### config.mk
export PLATFORM = sky130hd
export DESIGN_NAME = fvg_div_pipe
export DESIGN_NICKNAME = d
export VERILOG_FILES = /design/src/design/fat_volume_geometry_defines.svh /design/src/design/fvg_div_pipe.sv
export SDC_FILE = /design/constraint.sdc
export NUM_CORES = 2
export LEC_CHECK = 0
export BUFFER_PORTS_ARGS = -buffer_cell sky130_fd_sc_hd__buf_2
export CORE_ASPECT_RATIO = 1.25
export CORE_MARGIN = 5
export CORE_UTILIZATION = 47
export DETAILED_ROUTE_END_ITERATION = 8
export GPL_TIMING_DRIVEN = 0
export HOLD_SLACK_MARGIN = 0.03
export PLACE_DENSITY = 0.73
export SYNTH_ARGS = -nofsm -noshare
export SYNTH_HDL_FRONTEND = slang
export SYNTH_SLANG_ARGS = --single-unit
### constraint.sdc
create_clock -name clk -period 2.85 [get_ports clk]
set_clock_uncertainty 0.2 [all_clocks]
set_input_delay 0.1425 -clock clk [delete_from_list [all_inputs] [get_ports clk]]
set_output_delay 0.1425 -clock clk [all_outputs]
set_load 0.01 [all_outputs]
### src/design/fat_volume_geometry_defines.svh
// ----------------------------------------------------------------------------
// FAT volume geometry assertion macros
// Concurrent assertion helpers shared by the geometry block.
// ----------------------------------------------------------------------------
`ifndef FAT_VOLUME_GEOMETRY_DEFINES_SVH
`define FAT_VOLUME_GEOMETRY_DEFINES_SVH

`ifndef SYNTHESIS
`define FVG_ASSERT(lbl, clk, rst_n, prop) \
  lbl: assert property (@(posedge clk) disable iff (!rst_n) prop) \
    else $error("fat_volume_geometry: assertion failed");
`define FVG_ASSERT_IMPLIES(lbl, clk, rst_n, ante, cons) \
  lbl: assert property (@(posedge clk) disable iff (!rst_n) (ante) |-> (cons)) \
    else $error("fat_volume_geometry: implication failed");
`else
`define FVG_ASSERT(lbl, clk, rst_n, prop)
`define FVG_ASSERT_IMPLIES(lbl, clk, rst_n, ante, cons)
`endif

`endif

### src/design/fvg_div_pipe.sv
// ----------------------------------------------------------------------------
// Pipelined restoring divider
// One quotient bit per register stage, with a sideband carried alongside.
// ----------------------------------------------------------------------------
module fvg_div_pipe #(
  parameter int NUM_W  = 22,
  parameter int DEN_W  = 16,
  parameter int SIDE_W = 8
) (
  input  logic              clk,
  input  logic              rst_n,
  input  logic              adv,
  input  logic              in_vld,
  input  logic [NUM_W-1:0]  in_num,
  input  logic [DEN_W-1:0]  in_den,
  input  logic [SIDE_W-1:0] in_side,
  output logic              out_vld,
  output logic [NUM_W-1:0]  out_quot,
  output logic [SIDE_W-1:0] out_side
);

  localparam int ACC_W = DEN_W + NUM_W;

  logic [NUM_W-1:0]  vld_r;
  logic [ACC_W-1:0]  acc_r  [NUM_W];
  logic [DEN_W-1:0]  den_r  [NUM_W];
  logic [SIDE_W-1:0] side_r [NUM_W];

  logic [NUM_W-1:0]  vld_src;
  logic [ACC_W-1:0]  acc_src  [NUM_W];
  logic [DEN_W-1:0]  den_src  [NUM_W];
  logic [SIDE_W-1:0] side_src [NUM_W];
  logic [ACC_W-1:0]  acc_nxt  [NUM_W];

  assign vld_src[0]  = in_vld;
  assign acc_src[0]  = {{DEN_W{1'b0}}, in_num};
  assign den_src[0]  = in_den;
  assign side_src[0] = in_side;

  for (genvar g = 1; g < NUM_W; g++) begin : g_link
    assign vld_src[g]  = vld_r[g-1];
    assign acc_src[g]  = acc_r[g-1];
    assign den_src[g]  = den_r[g-1];
    assign side_src[g] = side_r[g-1];
  end

  for (genvar g = 0; g < NUM_W; g++) begin : g_stage
    logic [DEN_W:0] trial;
    logic [DEN_W:0] diff;
    logic           ge;

    assign trial = acc_src[g][ACC_W-1:NUM_W-1];
    assign diff  = trial - {1'b0, den_src[g]};
    assign ge    = (trial >= {1'b0, den_src[g]});
    assign acc_nxt[g] = {(ge ? diff[DEN_W-1:0] : trial[DEN_W-1:0]),
                         acc_src[g][NUM_W-2:0], ge};
  end

  always_ff @(posedge clk) begin
    if (!rst_n) begin
      vld_r <= '0;
    end else if (adv) begin
      vld_r <= vld_src;
    end
  end

  always_ff @(posedge clk) begin
    if (adv) begin
      for (int i = 0; i < NUM_W; i++) begin
        acc_r[i]  <= acc_nxt[i];
        den_r[i]  <= den_src[i];
        side_r[i] <= side_src[i];
      end
    end
  end

  assign out_vld  = vld_r[NUM_W-1];
  assign out_quot = acc_r[NUM_W-1][NUM_W-1:0];
  assign out_side = side_r[NUM_W-1];

endmodule
==> impl_metrics.csv <==
group,metric,value,unit
logic_synthesis,ys.flop_type,"edfxtp_1",
critical_path,startpoint_type,"flip-flop",
clock_tree,h-tree-depth,4,
critical_path,crit_top_cell,"buf_12",
logic_synthesis,syn_area_per_cell,14.2,um2
logic_synthesis,synth_area,60900,um2
layout,nets,5281,
floorplanning,initial_core_util,0.473,
critical_path,max_stage_delay,460,ps
layout,layout-drive-gt1-share,0.260,
detailed_routing,wl_per_cell,18.1,um
logic_synthesis,synth.net_count,4685,
placed_design,gp_congestion,0.914,
logic_synthesis,ys_async_sr_fraction,0,
sta,hold_violations,0,
global_route,globalRouteTotalUtil,0.170,
placed_design,port_buffers,80,
clock_tree,clkTransAtPathRegs,60,ps
critical_path,end_kind,"flip-flop",
sta,max_slew.worst_pin.slew,958,ps
floorplanning,core_area,129000,um2
logic_synthesis,yosysSeqAreaShare,0.664,
sta,setup_viol,241,
detailed_routing,drt_iter0_drc,2182,
clock_tree,clk_path_buf_depth,3,
logic_synthesis,synth.area.top_cells,"edfxtp_1 (66%), ha_1 (6.9%), mux2_2 (3.4%)",
logic_synthesis,syn_inst,4277,
floorplanning,die-area,137000,um2
critical_path,critPathKind,"flip-flop to flip-flop",
power,power.density,1070,nW/um2
sta,setup-tns-final,-38730,ps
critical_path,crit_arrival,3570,ps
clock_tree,numCtsBuffers,137,
critical_path,cp_max_fo,5,
global_route,grt_pass1_vias,36600,
detailed_routing,route.detailed.drc,0,
logic_synthesis,synth_edf_count,1332,
critical_path,r2r_start,"acc_r[1][174]",
detailed_routing,drt-total-wl,121000,um
floorplanning,rows,147,
global_route,grt_max_degree,194,
critical_path,worst_path_max_delay_cell,"edfxtp_1",
floorplanning,die_x,332,um
layout,antenna_cells,0,
placed_design,dp.final_hpwl,76100,um
sta,period_needed,3270,ps
sta,final.period_utilization,1.15,
logic_synthesis,synth_area_leader_cell,"edfxtp_1",
sta,slew_headroom,0.362,
global_route,grt.overflow.total,0,
worst_hold_path,holdCritPathClass,"input pin to flip-flop",
clock_tree,clk_latency,780,ps
critical_path,path_delay_family,"compound AO/OA/AOI/OAI gates",
sta,whs,131,ps
critical_path,cp-startpoint,"acc_r[1][174]",
logic_synthesis,synth_cell_types,92,
critical_path,crit_required,3160,ps
status,status,"complete, but fails checks",
detailed_routing,dr.pass1.iters,5,
clock_tree,cts.sinks,1354,
detailed_routing,vias,35600,
detailed_routing,postRouteAntennaNets,0,
layout,syn_to_final_growth,24.5,%
sta,max_freq,306,MHz
power,irDropWorstVdd,0.000572,V
critical_path,crit_chain,"ha_4 -> nor2b_4 -> o31a_1 -> o22a_2 -> a21oi_4 -> o211a_1 -> o31ai_4 -> o32a_1 -> buf_6 -> buf_12 -> buf_12 -> mux2_4",
floorplanning,ios,81,
sta,fin_ws,-417,ps
logic_synthesis,yosysTopAreaCellShare,0.657,
logic_synthesis,ys_ff_latch,1354,
sta,slew_viol_final,0,
worst_hold_path,min_from,"in_num[21]",
status,violations,"negative setup slack",
clock_tree,cts_tree,"yes",
floorplanning,die-height,412,um
logic_synthesis,ys_warn_count,0,
power,p_leak,0.0292,uW
clock_tree,root_buffer,"clkbuf_16",
critical_path,critPathBufInv,3,
global_route,grt_pass1_wl,186000,um
detailed_routing,vias_per_cell,5.32,
global_route,antenna_found_initial,0,
flow_run,cap_violations,0,
sta,rsz0062_at_grt,"yes",
## Yosys cell counts, drive strengths merged, types with 30 or more instances
cell and count:
edfxtp 1332, inv 435, ha 338, a21oi 222, o21ai 214, nand2 199, mux2 189, nor2 185
xnor2 129, nor2b 85, xor2 80, a21o 66, o21a 62, mux2i 60, buf 56, nand4 52
nor3 49, a31oi 41, nand2b 40, nand3 39, o31a 32, a211oi 30, o31ai 30
## tightest hold or removal path, stage by stage
cell           delay (ps)
dlygate4sd3_1         530
buf_2                 110
inv_1                  50
mux2i_1               130
## cell type report
| type | instances | area (um2) |
|---|---|---|
| well taps | 1713 | 2140 |
| plain buffers | 77 | 830 |
| multi-input cells | 2403 | 21900 |
| inverters | 437 | 1640 |
| repair buffers | 463 | 4250 |
| flip-flops and latches | 1354 | 40400 |
| clock buffers | 161 | 3600 |
| fillers | 9455 | 52800 |
| clock inverters | 83 | 957 |
## cells in the final DEF, fill, tap and decap left out, types with 24 or more instances in the layout
master and instances:
buf_2 81, inv_2 34, buf_4 236, mux2_2 52
nor2b_1 59, nand4_1 52, nor2_1 159, mux2_4 137
a211oi_1 24, dlygate4sd3_1 96, clkbuf_1 27, o21ai_2 30
a31oi_1 28, ha_2 27, inv_1 400, a21o_1 66
a21oi_1 173, nand3_1 34, xnor2_1 129, a21oi_2 36
nand2b_1 35, mux2i_1 56, ha_1 228, edfxtp_1 1332
o21a_1 62, ha_4 83, nand2_1 184, buf_6 55
xor2_1 79, clkbuf_16 147, o21ai_0 154, nor3_1 36
o31a_1 32
## state kept, by name (all words and copies together) (netlist names)
name,count
side_r,176
acc_r,820
den_r,336
vld_r,22
## what timing repair did
item / 4_1_cts / 5_1_grt
hold buffers: 98 / 0
pin swaps: 130 / 174
cloned: 17 / 6
setup endpoints to repair: 337 / 604
setup buffers: 172 / 92
endpoints found under the hold margin: 403 / 0
resized for setup: 518 / 322
## through the flow
step                      worst slack [ps]  cells   util  total power (uW)  instance area [um2]
after detailed placement             -1340   6078  0.499             53700                64100
after CTS                             -506   6608  0.574             78500                73700
after global placement              -19310   6070  0.497             53900                63900
after floorplan                       -218   4277      -             47400                61400
after global routing                  -497   6691  0.589             85600                75800
final                                 -417   6691  0.589             81300                75800
## path summary, 6_finish.rpt
path | end | slack [ps] | cells after the start
worst max-delay path | acc_r[1][225] | -420 | 12
worst min-delay path | acc_r[0][22] | 130 | 4
worst max register to register | acc_r[1][225] | -420 | 12
worst min register to register | side_r[1][7] | 200 | 0
## per-layer routing
metal  part of all wire  vias up  global-route usage
li1                   -    17100                   -
met1               0.34    17300               0.165
met2               0.56      762               0.336
met3              0.036      356              0.0301
met4              0.060        0              0.0966
met5                  0        -                   0
## logic make-up (layout without fill, tap and decap cells)
kind of cell / count (synthesis) / count (layout) / synth area share
AOI/OAI and AO/OA: 831 / 831 / 0.0884
xor gates and xnor gates: 209 / 209 / 0.0301
adders and majority gates: 358 / 358 / 0.0761
buffers and inverters: 520 / 1221 / 0.0351
DFF: 1354 / 1354 / 0.664
muxes: 249 / 249 / 0.0448
and+or+nand+nor: 756 / 756 / 0.0613
## power breakdown
group          internal (uW)  leakage [uW]  total (uW)  switching (uW)
logic                  17500        0.0138       34200           16600
registers              26900        0.0132       29000            2040
clock network          10500       0.00221       18200            7620
total                  55000        0.0292       81300           26300
(Power assumes the default switching activity.)
